[src/jsu_pkg.sv]
// Package for the JSON string unescape block: command record, codes and defaults.
// Used by every module under json_string_unescape_core; depends on nothing.
`timescale 1ns / 1ps

package jsu_pkg;

    localparam int JSU_QUEUE_DEPTH = 4;

    // Result kinds
    localparam logic [1:0] KIND_DATA = 2'd0;
    localparam logic [1:0] KIND_END  = 2'd1;
    localparam logic [1:0] KIND_ERR  = 2'd2;

    // Error codes
    localparam logic [2:0] ERR_NONE      = 3'd0;
    localparam logic [2:0] ERR_NO_QUOTE  = 3'd1;
    localparam logic [2:0] ERR_CTRL      = 3'd2;
    localparam logic [2:0] ERR_ESCAPE    = 3'd3;
    localparam logic [2:0] ERR_HEX       = 3'd4;
    localparam logic [2:0] ERR_SURROGATE = 3'd5;

    // Characters
    localparam logic [7:0] CH_QUOTE  = 8'h22;
    localparam logic [7:0] CH_BSLASH = 8'h5c;
    localparam logic [7:0] CH_SLASH  = 8'h2f;
    localparam logic [7:0] CH_U      = 8'h75;

    typedef enum logic [3:0] {
        PH_IDLE = 4'b0001,
        PH_STR  = 4'b0010,
        PH_ESC  = 4'b0100,
        PH_HEX  = 4'b1000
    } t_phase;

    typedef enum logic [1:0] {
        OP_BYTE = 2'd0,
        OP_END  = 2'd1,
        OP_ERR  = 2'd2,
        OP_CP   = 2'd3
    } t_op;

    typedef struct packed {
        t_op         op;
        logic [15:0] value;
        logic [2:0]  err;
    } t_cmd;

endpackage

[src/jsu_front.sv]
// Front end: string/escape state machine that turns each input byte into at most one command.
// Depends on jsu_pkg.
`timescale 1ns / 1ps

module jsu_front import jsu_pkg::*; (
    input  logic       i_clk,
    input  logic       i_rst_n,
    input  logic       i_take,
    input  logic [7:0] i_byte,
    output logic       o_cmd_valid,
    output t_cmd       o_cmd
);

    t_phase      r_phase,   n_phase;
    logic [1:0]  r_hex_cnt, n_hex_cnt;
    logic [11:0] r_acc,     n_acc;
    logic [4:0]  hex_v;
    logic [15:0] cp;

    function automatic logic [4:0] hex_value(input logic [7:0] c);
        logic [4:0] v;
        if (c inside {[8'h30:8'h39]}) begin
            v = {1'b0, c[3:0]};
        end else if (c inside {[8'h61:8'h66], [8'h41:8'h46]}) begin
            v = {1'b0, c[3:0] + 4'd9};
        end else begin
            v = 5'h10;
        end
        return v;
    endfunction

    assign hex_v = hex_value(i_byte);
    assign cp    = {r_acc, hex_v[3:0]};

    always_comb begin
        n_phase     = r_phase;
        n_hex_cnt   = r_hex_cnt;
        n_acc       = r_acc;
        o_cmd_valid = 1'b0;
        o_cmd.op    = OP_BYTE;
        o_cmd.value = {8'h00, i_byte};
        o_cmd.err   = ERR_NONE;
        case (r_phase)
            PH_IDLE: begin
                if (i_byte == CH_QUOTE) begin
                    n_phase = PH_STR;
                end else begin
                    o_cmd_valid = 1'b1;
                    o_cmd.op    = OP_ERR;
                    o_cmd.err   = ERR_NO_QUOTE;
                end
            end
            PH_STR: begin
                if (i_byte == CH_QUOTE) begin
                    n_phase     = PH_IDLE;
                    o_cmd_valid = 1'b1;
                    o_cmd.op    = OP_END;
                end else if (i_byte < 8'h20) begin
                    n_phase     = PH_IDLE;
                    o_cmd_valid = 1'b1;
                    o_cmd.op    = OP_ERR;
                    o_cmd.err   = ERR_CTRL;
                end else if (i_byte == CH_BSLASH) begin
                    n_phase = PH_ESC;
                end else begin
                    o_cmd_valid = 1'b1;
                end
            end
            PH_ESC: begin
                n_phase     = PH_STR;
                o_cmd_valid = 1'b1;
                case (i_byte)
                    CH_QUOTE, CH_BSLASH, CH_SLASH: o_cmd.value = {8'h00, i_byte};
                    8'h62: o_cmd.value = 16'h0008;
                    8'h66: o_cmd.value = 16'h000c;
                    8'h6e: o_cmd.value = 16'h000a;
                    8'h72: o_cmd.value = 16'h000d;
                    8'h74: o_cmd.value = 16'h0009;
                    CH_U: begin
                        n_phase     = PH_HEX;
                        n_hex_cnt   = 2'd0;
                        n_acc       = 12'h000;
                        o_cmd_valid = 1'b0;
                    end
                    default: begin
                        n_phase   = PH_IDLE;
                        n_hex_cnt = 2'd0;
                        n_acc     = 12'h000;
                        o_cmd.op  = OP_ERR;
                        o_cmd.err = ERR_ESCAPE;
                    end
                endcase
            end
            PH_HEX: begin
                if (hex_v[4]) begin
                    n_phase     = PH_IDLE;
                    n_hex_cnt   = 2'd0;
                    n_acc       = 12'h000;
                    o_cmd_valid = 1'b1;
                    o_cmd.op    = OP_ERR;
                    o_cmd.err   = ERR_HEX;
                end else if (r_hex_cnt != 2'd3) begin
                    n_acc     = cp[11:0];
                    n_hex_cnt = r_hex_cnt + 2'd1;
                end else begin
                    n_hex_cnt   = 2'd0;
                    n_acc       = 12'h000;
                    o_cmd_valid = 1'b1;
                    if (cp inside {[16'hd800:16'hdfff]}) begin
                        n_phase   = PH_IDLE;
                        o_cmd.op  = OP_ERR;
                        o_cmd.err = ERR_SURROGATE;
                    end else begin
                        n_phase     = PH_STR;
                        o_cmd.op    = OP_CP;
                        o_cmd.value = cp;
                    end
                end
            end
            default: begin
                n_phase   = PH_IDLE;
                n_hex_cnt = 2'd0;
                n_acc     = 12'h000;
            end
        endcase
    end

    always_ff @(posedge i_clk) begin
        if (!i_rst_n) begin
            r_phase   <= PH_IDLE;
            r_hex_cnt <= 2'd0;
            r_acc     <= 12'h000;
        end else if (i_take) begin
            r_phase   <= n_phase;
            r_hex_cnt <= n_hex_cnt;
            r_acc     <= n_acc;
        end
    end

endmodule

[src/jsu_queue.sv]
// Command queue between front and back ends; show-ahead register FIFO.
// Depends on jsu_pkg for the command record.
`timescale 1ns / 1ps

module jsu_queue import jsu_pkg::*; #(
    parameter int DEPTH = JSU_QUEUE_DEPTH
) (
    input  logic i_clk,
    input  logic i_rst_n,
    input  logic i_push,
    input  t_cmd i_cmd,
    input  logic i_pop,
    output logic o_full,
    output logic o_valid,
    output t_cmd o_head
);

    localparam int PW = (DEPTH > 1) ? $clog2(DEPTH) : 1;
    localparam int CW = $clog2(DEPTH + 1);
    localparam logic [PW-1:0] LAST_PTR = PW'(DEPTH - 1);
    localparam logic [CW-1:0] FULL_CNT = CW'(DEPTH);

    t_cmd          r_mem [DEPTH];
    logic [PW-1:0] r_wr_ptr, r_rd_ptr;
    logic [CW-1:0] r_count;
    logic          do_push, do_pop;

    assign o_full  = (r_count == FULL_CNT);
    assign o_valid = (r_count != '0);
    assign o_head  = r_mem[r_rd_ptr];
    assign do_push = i_push && !o_full;
    assign do_pop  = i_pop && o_valid;

    always_ff @(posedge i_clk) begin
        if (do_push) begin
            r_mem[r_wr_ptr] <= i_cmd;
        end
    end

    always_ff @(posedge i_clk) begin
        if (!i_rst_n) begin
            r_wr_ptr <= '0;
            r_rd_ptr <= '0;
            r_count  <= '0;
        end else begin
            if (do_push) begin
                r_wr_ptr <= (r_wr_ptr == LAST_PTR) ? '0 : r_wr_ptr + PW'(1);
            end
            if (do_pop) begin
                r_rd_ptr <= (r_rd_ptr == LAST_PTR) ? '0 : r_rd_ptr + PW'(1);
            end
            case ({do_push, do_pop})
                2'b10:   r_count <= r_count + CW'(1);
                2'b01:   r_count <= r_count - CW'(1);
                default: r_count <= r_count;
            endcase
        end
    end

endmodule

[src/jsu_back.sv]
// Back end: expands each queued command into one to three result items (UTF-8 encode).
// Depends on jsu_pkg.
`timescale 1ns / 1ps

module jsu_back import jsu_pkg::*; (
    input  logic       i_clk,
    input  logic       i_rst_n,
    input  logic       i_cmd_valid,
    input  t_cmd       i_cmd,
    output logic       o_cmd_pop,
    input  logic       pop,
    output logic       empty,
    output logic [1:0] o_result_kind,
    output logic [7:0] o_out_byte,
    output logic [2:0] o_error_code,
    output logic       o_last
);

    logic [1:0]  r_idx;
    logic [1:0]  item_total;
    logic [15:0] v;

    assign v     = i_cmd.value;
    assign empty = !i_cmd_valid;

    always_comb begin
        item_total = 2'd1;
        if (i_cmd.op == OP_CP) begin
            if (v <= 16'h007f) begin
                item_total = 2'd1;
            end else if (v <= 16'h07ff) begin
                item_total = 2'd2;
            end else begin
                item_total = 2'd3;
            end
        end
    end

    assign o_last = (r_idx == item_total - 2'd1);

    always_comb begin
        o_result_kind = KIND_DATA;
        o_out_byte    = 8'h00;
        o_error_code  = ERR_NONE;
        case (i_cmd.op)
            OP_BYTE: o_out_byte = v[7:0];
            OP_END:  o_result_kind = KIND_END;
            OP_ERR: begin
                o_result_kind = KIND_ERR;
                o_error_code  = i_cmd.err;
            end
            OP_CP: begin
                case (item_total)
                    2'd1: o_out_byte = v[7:0];
                    2'd2: o_out_byte = (r_idx == 2'd0) ? {3'b110, v[10:6]}
                                                       : {2'b10, v[5:0]};
                    default: begin
                        case (r_idx)
                            2'd0:    o_out_byte = {4'b1110, v[15:12]};
                            2'd1:    o_out_byte = {2'b10, v[11:6]};
                            default: o_out_byte = {2'b10, v[5:0]};
                        endcase
                    end
                endcase
            end
            default: o_result_kind = KIND_DATA;
        endcase
    end

    assign o_cmd_pop = pop && i_cmd_valid && o_last;

    // advance within a command, drop it after its last item
    always_ff @(posedge i_clk) begin
        if (!i_rst_n) begin
            r_idx <= 2'd0;
        end else if (pop && i_cmd_valid) begin
            r_idx <= o_last ? 2'd0 : r_idx + 2'd1;
        end
    end

endmodule

[src/json_string_unescape_core.sv]
// Top level of the JSON string unescape block: front end, command queue, back end.
// Depends on jsu_pkg, jsu_front, jsu_queue and jsu_back.
//
//   channel | handshake            | payload
//   --------+----------------------+-----------------------------------------------
//   input   | push / full          | i_in_byte
//   result  | empty / pop          | o_result_kind, o_out_byte, o_error_code, o_last
//
// One input byte is taken per cycle while full is low; the front state machine decides
// each byte in that cycle and writes at most one command into the queue.
// A command shows on the result ports once it is at the head of the queue; the back end
// gives one result item per cycle while pop is high, three for the widest \u escape,
// which spans six bytes. full is high whenever the queue holds QUEUE_DEPTH commands; hold
// push then. Reset (i_rst_n low at a clock edge) empties the queue and returns to idle.
`timescale 1ns / 1ps

module json_string_unescape_core import jsu_pkg::*; #(
    parameter int QUEUE_DEPTH = JSU_QUEUE_DEPTH
) (
    input  logic       i_clk,
    input  logic       i_rst_n,
    input  logic       push,
    output logic       full,
    input  logic [7:0] i_in_byte,
    output logic       empty,
    input  logic       pop,
    output logic [1:0] o_result_kind,
    output logic [7:0] o_out_byte,
    output logic [2:0] o_error_code,
    output logic       o_last
);

    logic take;
    logic f_cmd_valid;
    t_cmd f_cmd;
    logic q_valid;
    t_cmd q_head;
    logic q_pop;

    assign take = push && !full;

    jsu_front u_front (
        .i_clk       (i_clk),
        .i_rst_n     (i_rst_n),
        .i_take      (take),
        .i_byte      (i_in_byte),
        .o_cmd_valid (f_cmd_valid),
        .o_cmd       (f_cmd)
    );

    jsu_queue #(
        .DEPTH (QUEUE_DEPTH)
    ) u_queue (
        .i_clk   (i_clk),
        .i_rst_n (i_rst_n),
        .i_push  (take && f_cmd_valid),
        .i_cmd   (f_cmd),
        .i_pop   (q_pop),
        .o_full  (full),
        .o_valid (q_valid),
        .o_head  (q_head)
    );

    jsu_back u_back (
        .i_clk         (i_clk),
        .i_rst_n       (i_rst_n),
        .i_cmd_valid   (q_valid),
        .i_cmd         (q_head),
        .o_cmd_pop     (q_pop),
        .pop           (pop),
        .empty         (empty),
        .o_result_kind (o_result_kind),
        .o_out_byte    (o_out_byte),
        .o_error_code  (o_error_code),
        .o_last        (o_last)
    );

endmodule

[config.mk]
export PLATFORM = sky130hd
export DESIGN_NAME = json_string_unescape_core
export DESIGN_NICKNAME = d
export VERILOG_FILES = /design/src/jsu_pkg.sv /design/src/jsu_front.sv /design/src/jsu_queue.sv /design/src/jsu_back.sv /design/src/json_string_unescape_core.sv
export SDC_FILE = /design/constraint.sdc
export NUM_CORES = 1
export LEC_CHECK = 0
export BUFFER_PORTS_ARGS = -buffer_cell sky130_fd_sc_hd__buf_2
export CAP_MARGIN = 20
export CORE_ASPECT_RATIO = 0.9
export CORE_UTILIZATION = 56
export DETAILED_ROUTE_END_ITERATION = 8
export PLACE_DENSITY_LB_ADDON = 0.08
export SKIP_CTS_REPAIR_TIMING = 1
export SKIP_LAST_GASP = 1
export SYNTH_ARGS = -nofsm -noshare
export SYNTH_HDL_FRONTEND = slang
export SYNTH_SLANG_ARGS = --single-unit
[constraint.sdc]
create_clock -name i_clk -period 3.9 [get_ports i_clk]
set_input_delay 0.975 -clock i_clk [delete_from_list [all_inputs] [get_ports i_clk]]
set_output_delay 0.975 -clock i_clk [all_outputs]
set_load 0.03 [all_outputs]
# Word level (Yosys, flattened, before mapping)
# Memory sizes are Yosys's and may differ from the RTL's. A register that Yosys moved wholly into a read port is not among the register bits.
# Cells that the tools add are included.
# op_classes
n_reduce_logical,22
addsub,8
bitwise_logic,1
n_lt_le_gt_ge,11
n_mux,63
eq_ne,30
# ops
operator,n
8-bit by 7-bit == test with 1-bit output (second input constant),7
8-bit case mux with 5 select lines,1
12-bit two-way mux,3
2-bit two-way mux,18
12-bit case mux with 3 select lines,1
16-bit two-way mux,2
16-bit case mux with 2 select lines,1
8-bit case mux with 2 select lines,2
4-bit two-way mux,6
21-bit two-way mux,1
8-bit by 6-bit == test with 1-bit output (second input constant),2
16-bit greater-or-equal comparator (second input constant),1
8-bit by 7-bit greater-or-equal comparator with 1-bit output (second input constant),2
16-bit by 11-bit less-or-equal comparator with 1-bit output (second input constant),1
16-bit less-or-equal comparator (second input constant),1
16-bit by 7-bit less-or-equal comparator with 1-bit output (second input constant),1
8-bit by 7-bit less-or-equal comparator with 1-bit output (second input constant),2
4-bit case mux with 4 select lines,1
7-bit case mux with 2 select lines,1
2-bit == test (second input constant),6
1-bit two-way mux,12
3-bit two-way mux,4
3-bit case mux with 4 select lines,1
1-bit logical AND,10
37 further kinds,48
# totals
mem_bits_rw,84
memories,1
output_inout_bits,16
inputBits,12
regBits,27
# memory_table
memory,words,word_bits,read_ports,rd_clocked_by_memory_dff,wr,line,rtl
u_queue.r_mem,4,21,1,1,1,jsu_queue.sv:23,t_cmd r_mem [DEPTH];

# Depth between registers and ports, before layout
# Gate-level depths: netlist of run 1.
# logic_depth
ltp_word,11
ltp_mapped,18

# By module
# Synthesis of run 1 repeated with hierarchy kept, for this count alone.
# hier_totals
cells_unflattened,479
hier_area_um2,6058.3
# by_module_without_submodules
mod,cells_per_inst,area_each_um2,n_inst
jsu_queue,165,3540.9,1
jsu_front,209,1765.4,1
jsu_back,103,737.0,1
json_string_unescape_core,2,15.0,1

# Worst setup path before layout of run 1
# No wires, ideal clock.
# synth_path
path_kind,reg-to-reg
startpoint,register (tool-made name)
endpoint,register u_queue.r_count[2]
setup_slack_ns,-0.433
stages_incl_launch_ff,19
synth_period_minus_slack_ns,4.333
arrival_ns,4.257
required_time_ns,3.824
path_cell_list,dfxtp_1 buf_6 buf_2 mux4_2 ha_1 clkbuf_1 nor2b_1 ha_1 xor2_1 nand2_1 mux2i_4 and2_1 buf_6 ha_1 inv_1 fa_1 xor2_1 or3_1 a21boi_0
# synth_lines
item,line,rtl
to (signal assigned),jsu_queue.sv:53,2'b10: r_count <= r_count + CW'(1);
to (signal assigned),jsu_queue.sv:54,2'b01: r_count <= r_count - CW'(1);
to (signal assigned),jsu_queue.sv:55,default: r_count <= r_count;
to (decl),jsu_queue.sv:25,logic [CW-1:0] r_count;

==> results of run 1 <==
==> per-layer routing <==
layer | part of all wire | wire, um
met4 | 0.013 | 179
met2 | 0.49 | 6670
met3 | 0.054 | 738
met5 | 0 | 0
met1 | 0.45 | 6140
==> state kept, by name, summed over array words and instances, names as in the netlist, named ones only <==
name,count
u_back.r_idx,2
u_queue.r_mem,84
u_queue.r_count,3
u_front.r_phase,4
u_queue.r_rd_ptr,2
u_front.r_acc,12
u_front.r_hex_cnt,2
u_queue.r_wr_ptr,2
==> worst reg2reg max path: stages, from the launching register on <==
cell	delay, ps
dfxtp_4	400
buf_12	120
mux4_2	530
or4_4	530
nor3b_4	210
nor2b_2	90
ha_4	290
xor2_4	180
nand2_2	90
mux2i_4	210
buf_6	130
and2_4	150
ha_4	140
inv_2	30
fa_2	320
xor2_1	150
or3_1	320
a21boi_2	130
==> final cells by class <==
class                   count  area share
multi-input cells         320       0.371
well taps                 126      0.0215
clock inverters            15      0.0236
clock buffers              17      0.0581
inverters                  19      0.0104
flip-flops and latches    113       0.424
repair buffers             81      0.0911
==> cells in the mapped netlist, drive strengths merged, types with 5 or more instances <==
cell     n
a22oi    5
nand3    9
a21oi   14
and2    20
clkbuf  15
inv     18
nor3     7
o21ai   18
nor2    14
edfxtp  84
nand2   67
nor3b    8
buf     10
dfxtp   29
nand2b   6
mux4    21
ha      20
mux2i   21
nor2b    8
==> through the flow <==
step	setup slack, ps	std cells	hold slack (ps)	util	instance area [um2]
6_report	-393	691	473	0.739	7320
5_1_grt	-533	691	486	0.739	7320
4_1_cts	-581	683	475	0.713	7070
3_5_place_dp	-196	651	463	0.653	6470
3_3_place_gp	-40.5	651	448	0.653	6470
2_1_floorplan	-277	477	438	-	5890
==> worst paths after layout <==
check	depth (start not counted)	endpoint
max	11	o_out_byte[5]
min reg2reg	2	u_front.r_acc[5]
max reg2reg	17	u_queue.r_count[2]
min	2	u_front.r_acc[5]
==> report_power, final <==
part	internal (W)	switching (W)	leakage (nW)
combinational	0.000883	0.00103	1.34
sequential	0.00149	0.0000848	1.02
clock	0.000961	0.000603	0.289
==> cell families (layout without fill, tap and decap cells) <==
group                      after synthesis  count (layout)
AOI/OAI and AO/OA                       81              81
xor gates and xnor gates                 6               6
adders and majority gates               21              21
buffers and inverters                   44             132
DFF                                    113             113
muxes                                   42              42
and+or+nand+nor                        170             170
==> placed cells by master, fill, tap and decap left out, types with 9 or more instances in the layout <==
cell type / instances
edfxtp_1: 84
nand2_1: 63
buf_4: 47
dfxtp_1: 28
mux2i_1: 20
buf_2: 20
and2_1: 18
clkbuf_16: 17
inv_1: 16
mux4_2: 16
ha_1: 16
a21oi_1: 14
nor2_1: 13
o21ai_0: 10
nand3_1: 9
==> flow_summary_export.csv, run 1 <==
group,metric,value,unit
yosys,ys_async_sr_fraction,0,
yosys,yosysUniqueCellTypes,68,
detailed_routing,drt-wirelength-per-cell,19.9,um
floorplanning,rows,34,
place,routabilityCongestion,0.906,
yosys,synth-simple-area-share,0.158,
global_route,grt_use_total,0.268,
timing,tightest_slew,635,ps
floorplanning,dieArea,10800,um2
setup_path,crit_path_cell_trace,"buf_12 -> mux4_2 -> or4_4 -> nor3b_4 -> nor2b_2 -> ha_2 -> nor2b_4 -> o221ai_2 -> nor3b_2 -> o32ai_2 -> buf_4",
floorplanning,io_pins,28,
finish,synthToLayoutAreaGrowth,25.5,%
detailed_routing,routed_wl,13700,um
global_route,met1_usage,0.372,
outcome,violations,"negative setup slack",
worst_hold_path,hold_class,"reg -> reg",
yosys,avgSynthCellArea,12.2,um2
timing,fin_crit,4290,ps
floorplanning,die_x,110,um
yosys,syn-num-nets,510,
global_route,grt_first_pass_wirelength,21400,um
power,ir_worst_vdd,461,uV
clock_network,cts.sinks,113,
clock_network,root_buffer,"clkbuf_16",
detailed_routing,drc,0,
timing,finClkSkew,9.24,ps
detailed_routing,dr.pass1.iters,5,
yosys,synth-edff-count,84,
worst_hold_path,min_from,"u_front.r_acc[5]",
timing,fmax,233,MHz
yosys,synth_top_family_by_area,"simple AND/OR/NAND/NOR gates",
outcome,status,"finished with violations",
setup_path,cp.required,2920,ps
yosys,yosys.area.top_type_share,0.432,
finish,drive_gt1_frac,0.313,
timing,hold_viol,0,
place,io_buffers,27,
power,power_density,690,nW/um2
detailed_routing,drtIter0Drc,418,
global_route,grt_use_met3,0.0602,
global_route,grtUsageMet2,0.422,
timing,rsz0062_at_grt,"yes",
global_route,busiest_layer,"met2",
finish,regArea,3110,um2
floorplanning,core_area,9910,um2
job,drv_cap,0,
yosys,synthXorXnorAreaFrac,0.00901,
floorplanning,initial_core_util,0.589,
clock_network,clkLatencyLatePin,410,ps
clock_network,cts_tree,"built",
setup_path,end_kind,"output pin",
clock_network,htree_levels,4,
global_route,grt_max_degree,39,
timing,fin_ws,-393,ps
setup_path,cp_slowest_cell,"mux4_2",
setup_path,worst_ep_arrival_time,3320,ps
finish,multi_input_area,2720,um2
timing,setup_tns,-2830,ps
power,power,0.00505,W
setup_path,slowest_delay,530,ps
setup_path,cp-start-kind,"flop",
yosys,synth-main-ff-cell,"edfxtp_1",
clock_network,clockBufferDepth,2,
finish,fin_nets,585,
timing,timing.slew.headroom,0.576,
finish,fillers,642,
yosys,synth-adder-area-share,0.0463,
timing,slew_violations,0,
yosys,seq_area_frac_synth,0.532,
setup_path,path_delay_family,"simple AND/OR/NAND/NOR gates",
global_route,grt_pass1_vias,4111,
setup_path,cp_max_fo,4,
yosys,synth.area.top_cells,"edfxtp_1, dfxtp_1, mux4_1",
setup_path,cp_num_buf_inv,2,
timing,setup_violations,11,
power,p_leak,2.65,nW
clock_network,clk_pin_slew,60,ps
yosys,yosys_register_bits,113,
global_route,antenna_found_initial,0,
yosys,ys_warn_count,0,
setup_path,rrSetupSlack,-190,ps
yosys,synth_top_cell_by_area,"edfxtp_1",
setup_path,crit_type,"reg -> out",
detailed_routing,drtAntennaViolNets,0,
detailed_routing,vias_per_cell,6.09,
place,hpwl,9070,um
floorplanning,die_height,98.8,um
yosys,synth_mux_area_frac,0.126,
timing,fin_crit_sh,1.10,
global_route,overflow,0,
clock_network,cts-buffers-inserted,17,
yosys,synthesis.area,5840,um2
finish,antenna_cells,0,
yosys,synthCells,477,
detailed_routing,vias,4210,
yosys,synth_compound_area_frac,0.0971,
Power figures use the tool's default switching activity.
==> run 2: changes to the inputs <==
CORE_UTILIZATION = 60   (was 56)
clock period = 4.5 ns   (was 3.9 ns; I/O delays follow)
==> flow_summary_export.csv, run 2 (same netlist as run 1, synthesis figures left out) <==
group,metric,value,unit
outcome,status,"finished with violations",
outcome,violations,"negative setup slack",
timing,finClkSkew,8.14,ps
global_route,grt_use_total,0.280,
timing,fin_crit_sh,1.02,
place,hpwl,8900,um
floorplanning,die_x,106,um
power,p_leak,2.44,nW
detailed_routing,drtAntennaViolNets,0,
floorplanning,dieArea,10100,um2
timing,hold_viol,0,
timing,timing.slew.headroom,0.450,
setup_path,worst_ep_arrival_time,3440,ps
floorplanning,initial_core_util,0.628,
place,dpl.cell_count,616,
finish,largest_register_ffs,84,
timing,slew_violations,0,
global_route,met1_usage,0.370,
clock_network,clkLatencyLatePin,510,ps
detailed_routing,drt-wirelength-per-cell,20.4,um
setup_path,slowest_delay,560,ps
timing,setup_tns,-209,ps
setup_path,end_kind,"output pin",
global_route,overflow,0,
global_route,grt_use_met3,0.0581,
finish,fin_util,0.743,
clock_network,cts-buffers-inserted,17,
finish,instances_no_fill,654,
timing,tightest_slew,815,ps
finish,final_common_cell,"edfxtp_1",
setup_path,cp_max_fo,5,
detailed_routing,drtIter0Drc,426,
detailed_routing,vias_per_cell,6.36,
timing,rsz0062_at_grt,"yes",
global_route,busiest_layer,"met2",
floorplanning,io_pins,28,
setup_path,path_delay_family,"simple AND/OR/NAND/NOR gates",
global_route,grtUsageMet2,0.462,
finish,reg_top3,"u_queue.r_mem (84), u_front.r_acc (12), u_front.r_phase (4)",
timing,fin_crit,4570,ps
power,power_density,586,nW/um2
clock_network,root_buffer,"clkbuf_8",
floorplanning,rows,33,
setup_path,cp_num_buf_inv,4,
finish,fillers,600,
clock_network,clk_pin_slew,60,ps
detailed_routing,drc,0,
timing,fin_ws,-68.9,ps
global_route,grt_pass1_vias,3920,
finish,final_area,6900,um2
place,placed_area,6130,um2
clock_network,cts_tree,"built",
floorplanning,die_height,95.6,um
power,ir_worst_vdd,315,uV
timing,setup_violations,7,
detailed_routing,dr.pass1.iters,5,
finish,synthToLayoutAreaGrowth,18.3,%
clock_network,cts.sinks,113,
finish,largest-register,"u_queue.r_mem",
worst_hold_path,hold_class,"reg -> reg",
job,drv_cap,0,
floorplanning,core_area,9290,um2
setup_path,crit_path_cell_trace,"buf_6 -> mux4_2 -> or4_4 -> and4b_4 -> inv_4 -> ha_4 -> clkinvlp_4 -> a221o_1 -> nand2_2 -> o21ai_1 -> o2bb2ai_1 -> buf_4",
global_route,antenna_found_initial,0,
place,io_buffers,27,
clock_network,clockBufferDepth,2,
finish,final_cell_mix,"edfxtp_1, nand2_1, dfxtp_1, buf_4, mux2i_1",
finish,drive_gt1_frac,0.248,
detailed_routing,vias,4162,
clock_network,htree_levels,4,
finish,antenna_cells,0,
detailed_routing,routed_wl,13300,um
global_route,grt_max_degree,39,
setup_path,cp.required,3380,ps
finish,regArea,3110,um2
setup_path,crit_type,"reg -> out",
finish,fin_nets,552,
setup_path,cp-start-kind,"flop",
place,routabilityCongestion,0.929,
timing,fmax,219,MHz
finish,multi_input_area,2650,um2
setup_path,cp_slowest_cell,"or4_4",
global_route,grt_first_pass_wirelength,20900,um
setup_path,rrSetupSlack,210,ps
-- run 2: cell types whose count changed in the layout (fill, tap and decap cells not counted), moves of 3 or more --
| cell | delta |
|---|---|
| o21ai_2 | -5 |
| o21ai_0 | +3 |
| buf_6 | -3 |
| nand2_1 | -4 |
| buf_12 | -5 |
| o21ai_1 | +3 |
| nand2_2 | +4 |
| clkinvlp_4 | +3 |
| inv_6 | -3 |
| buf_4 | -25 |
-- run 2: layer usage --
metal,up-vias,part of all wire
met3,36,0.068
met5,-,0
met4,0,0.023
li1,1895,-
met2,202,0.49
met1,2029,0.42
-- run 2: through the flow --
step | total power (W) | worst slack [ps] | hold slack, ps
3_3_place_gp | 0.00253 | 208 | 448
6_report | 0.00404 | -68.9 | 471
2_1_floorplan | 0.00221 | 136 | 438
5_1_grt | 0.00422 | -177 | 476
3_5_place_dp | 0.00257 | 12.4 | 461
4_1_cts | 0.00386 | -389 | 469
-- run 2: worst paths after layout --
path,from,end,cells past startpoint
worst max-delay path,flop,o_out_byte[4],12
worst min register to register,u_front.r_acc[5],u_front.r_acc[5],2
worst min-delay path,u_front.r_acc[5],u_front.r_acc[5],2
worst max register to register,flop,u_queue.r_count[2],16
-- run 2: layout make-up --
| type | instances | share of cell area |
|---|---|---|
| Timing Repair Buffer | 47 | 0.0482 |
| Clock buffer | 17 | 0.0600 |
| Timing Repair inverter | 1 | 0.00109 |
| Sequential cell | 113 | 0.450 |
| Inverter | 19 | 0.0112 |
| Tap cell | 122 | 0.0221 |
| Clock inverter | 15 | 0.0228 |
| Multi-Input combinational cell | 320 | 0.384 |
-- run 2: worst register-to-register path, cell delays in order, from the launching register on --
cell and delay (ps):
dfxtp_4 380, buf_6 130, mux4_2 520, or4_4 560, nor3b_4 230, nor2b_2 90, ha_4 300, xor2_4 170
nand2_2 80, mux2i_4 240, and2_2 240, ha_1 200, inv_1 70, fa_1 390, xor2_1 160, or3_1 310
a21boi_0 150
-- run 2: power by group --
part / total [W] / internal [W] / switching (W)
sequential: 0.00136 / 0.00129 / 0.0000701
clock: 0.00128 / 0.000791 / 0.000486
combinational: 0.00140 / 0.000574 / 0.000827
total: 0.00404 / 0.00266 / 0.00138
==> run 3: changes to the inputs <==
ABC_AREA = 1   (was default)
==> flow_summary_export.csv, run 3 <==
group,metric,value,unit
clock_network,root_buffer,"clkbuf_8",
global_route,grt_max_degree,33,
timing,tightest_slew,1020,ps
finish,drive_gt1_frac,0.143,
yosys,synth-main-ff-cell,"edfxtp_1",
power,power_density,727,nW/um2
yosys,synth_commonest_cells,"nand2_1, edfxtp_1, inv_1, nor2_1, nand3_1",
global_route,grt_use_met3,0.0701,
setup_path,cp-start-kind,"flop",
finish,largest-register,"u_queue.r_mem",
job,drv_cap,0,
finish,final_common_cell,"nand2_1",
timing,slew_violations,0,
yosys,synth_top_cell_by_area,"edfxtp_1",
finish,regArea,3110,um2
timing,fin_crit_sh,0.952,
clock_network,cts_tree,"built",
setup_path,end_kind,"output pin",
timing,rsz0062_at_grt,"no",
clock_network,cts.sinks,113,
yosys,ys_async_sr_fraction,0,
timing,fmax,233,MHz
setup_path,ff2ff_path_depth,20,
finish,largest_register_ffs,84,
power,p_leak,2.68,nW
timing,timing.slew.headroom,0.318,
global_route,overflow,0,
finish,reg_top3,"u_queue.r_mem (84), u_front.r_acc (12), u_front.r_phase (4)",
detailed_routing,routed_wl,14600,um
finish,final_area,6920,um2
global_route,met1_usage,0.392,
floorplanning,die_x,108,um
clock_network,clkLatencyLatePin,510,ps
yosys,avgSynthCellArea,8.60,um2
timing,setup_tns,0,ps
finish,fillers,711,
yosys,synthesis.area,6010,um2
timing,fin_ws,217,ps
timing,setup_violations,0,
detailed_routing,drt-wirelength-per-cell,16.9,um
yosys,seq_area_frac_synth,0.516,
detailed_routing,vias,4994,
power,ir_worst_vdd,538,uV
power,p_int,0.00282,W
place,routabilityCongestion,1.01,
finish,multi_input_area,2550,um2
yosys,ys_warn_count,0,
global_route,grt_pass1_vias,4889,
detailed_routing,drtIter0Drc,423,
finish,antenna_cells,0,
place,hpwl,10100,um
power,swShare,0.440,
place,placed_area,6230,um2
timing,fin_crit,4280,ps
floorplanning,rows,34,
global_route,antenna_found_initial,0,
yosys,yosysUniqueCellTypes,39,
global_route,grt_use_total,0.301,
yosys,synth.area.top_cells,"edfxtp_1, dfxtp_1, nand2_1",
floorplanning,initial_core_util,0.620,
yosys,yosys.area.top_type_share,0.419,
power,netSwitchingPower,0.00221,W
clock_network,clockBufferDepth,2,
setup_path,crit_type,"reg -> out",
floorplanning,die_height,97.0,um
global_route,grt_first_pass_wirelength,23900,um
global_route,busiest_layer,"met2",
setup_path,cp.required,3380,ps
global_route,grtUsageMet2,0.483,
setup_path,worst_ep_arrival_time,3160,ps
floorplanning,io_pins,28,
yosys,synthCells,699,
setup_path,cp_max_fo,16,
outcome,status,"completed",
power,p_seq_frac,0.278,
yosys,yosys_register_bits,113,
clock_network,cts-buffers-inserted,17,
finish,fin_nets,760,
timing,hold_viol,0,
detailed_routing,dr.pass1.iters,5,
yosys,syn-num-nets,732,
clock_network,clk_pin_slew,60,ps
floorplanning,dieArea,10400,um2
yosys,synthMostInstantiatedCell,"nand2_1",
yosys,synth-edff-count,84,
place,dp_slack,308,ps
finish,synthToLayoutAreaGrowth,15.0,%
worst_hold_path,min_path_cells,1,
place,io_buffers,27,
power,p_clk_frac,0.268,
floorplanning,core_area,9700,um2
detailed_routing,vias_per_cell,5.77,
detailed_routing,drc,0,
clock_network,htree_levels,4,
timing,finClkSkew,11.2,ps
detailed_routing,drtAntennaViolNets,0,
power,comb_power_share,0.453,
finish,final_cell_mix,"nand2_1, edfxtp_1, inv_1, nor2_1, nand3_1",
worst_hold_path,hold_class,"reg -> reg",
[run 3: cell types whose count changed in the layout (fill, tap and decap cells not counted), moves of 18 or more]
cell     change
a21oi_1     +28
and2_1      -18
inv_1       +55
mux2i_1     -20
nand2_1     +94
nand3_1     +53
nor2_1      +56
o21ai_0     +36
[run 3: cell type report]
type                            count  area share
Clock buffer                       17      0.0599
Clock inverter                     15      0.0266
Inverter                           77      0.0429
Multi-Input combinational cell    482       0.369
Sequential cell                   113       0.449
Tap cell                          126      0.0228
Timing Repair Buffer               36      0.0302
[run 3: routing by layer]
metal / vias up / wire length [um]
met5: - / 0
met4: 0 / 421
met3: 39 / 1050
met2: 209 / 6930
met1: 2318 / 6230
li1: 2428 / -
[run 3: cell families (layout without fill, tap and decap cells)]
logic type	after synthesis	in the layout	share of synthesized area
simple gates	338	338	0.250
buf+inv	104	145	0.0743
xor+xnor	3	3	0.00437
fa+ha+maj	21	21	0.0449
flops	113	113	0.516
compound gates	120	120	0.110
[run 3: power groups by stage]
stage	Combinational (W)	Clock, W	Sequential (W)
2_1_floorplan	0.00165	0	0.00138
3_3_place_gp	0.00211	0	0.00140
3_5_place_dp	0.00214	0	0.00141
4_1_cts	0.00216	0.00136	0.00139
5_1_grt	0.00253	0.00141	0.00142
6_report	0.00228	0.00135	0.00140
[run 3: final timing paths]
kind                 startpoint            endpoint  slack (ps)
min          u_queue.r_count[0]  u_queue.r_count[0]         460
max reg2reg                flop  u_queue.r_count[2]         730
max                        flop              o_last         220
min reg2reg  u_queue.r_count[0]  u_queue.r_count[0]         460
[run 3: critical path, cell delays in order, from the launching register on]
cell and delay (ps):
dfxtp_1 340, inv_2 160, buf_4 280, nand3_1 170, nand2_1 130, nand2_1 90
nor2_4 180, nand2_1 120, nand2_1 100, inv_1 80, ha_2 390, xor2_4 210
nand3_4 120, inv_1 60, buf_2 180
[run 3: through the flow]
step                      utilization  total power (W)  hold WS [ps]  std cells
after floorplan                     -          0.00303           422        699
after global placement          0.642          0.00351           432        834
after global routing            0.713          0.00536           482        866
final                           0.713          0.00503           457        866
after detailed placement        0.642          0.00355           450        834
after CTS                       0.704          0.00491           459        866
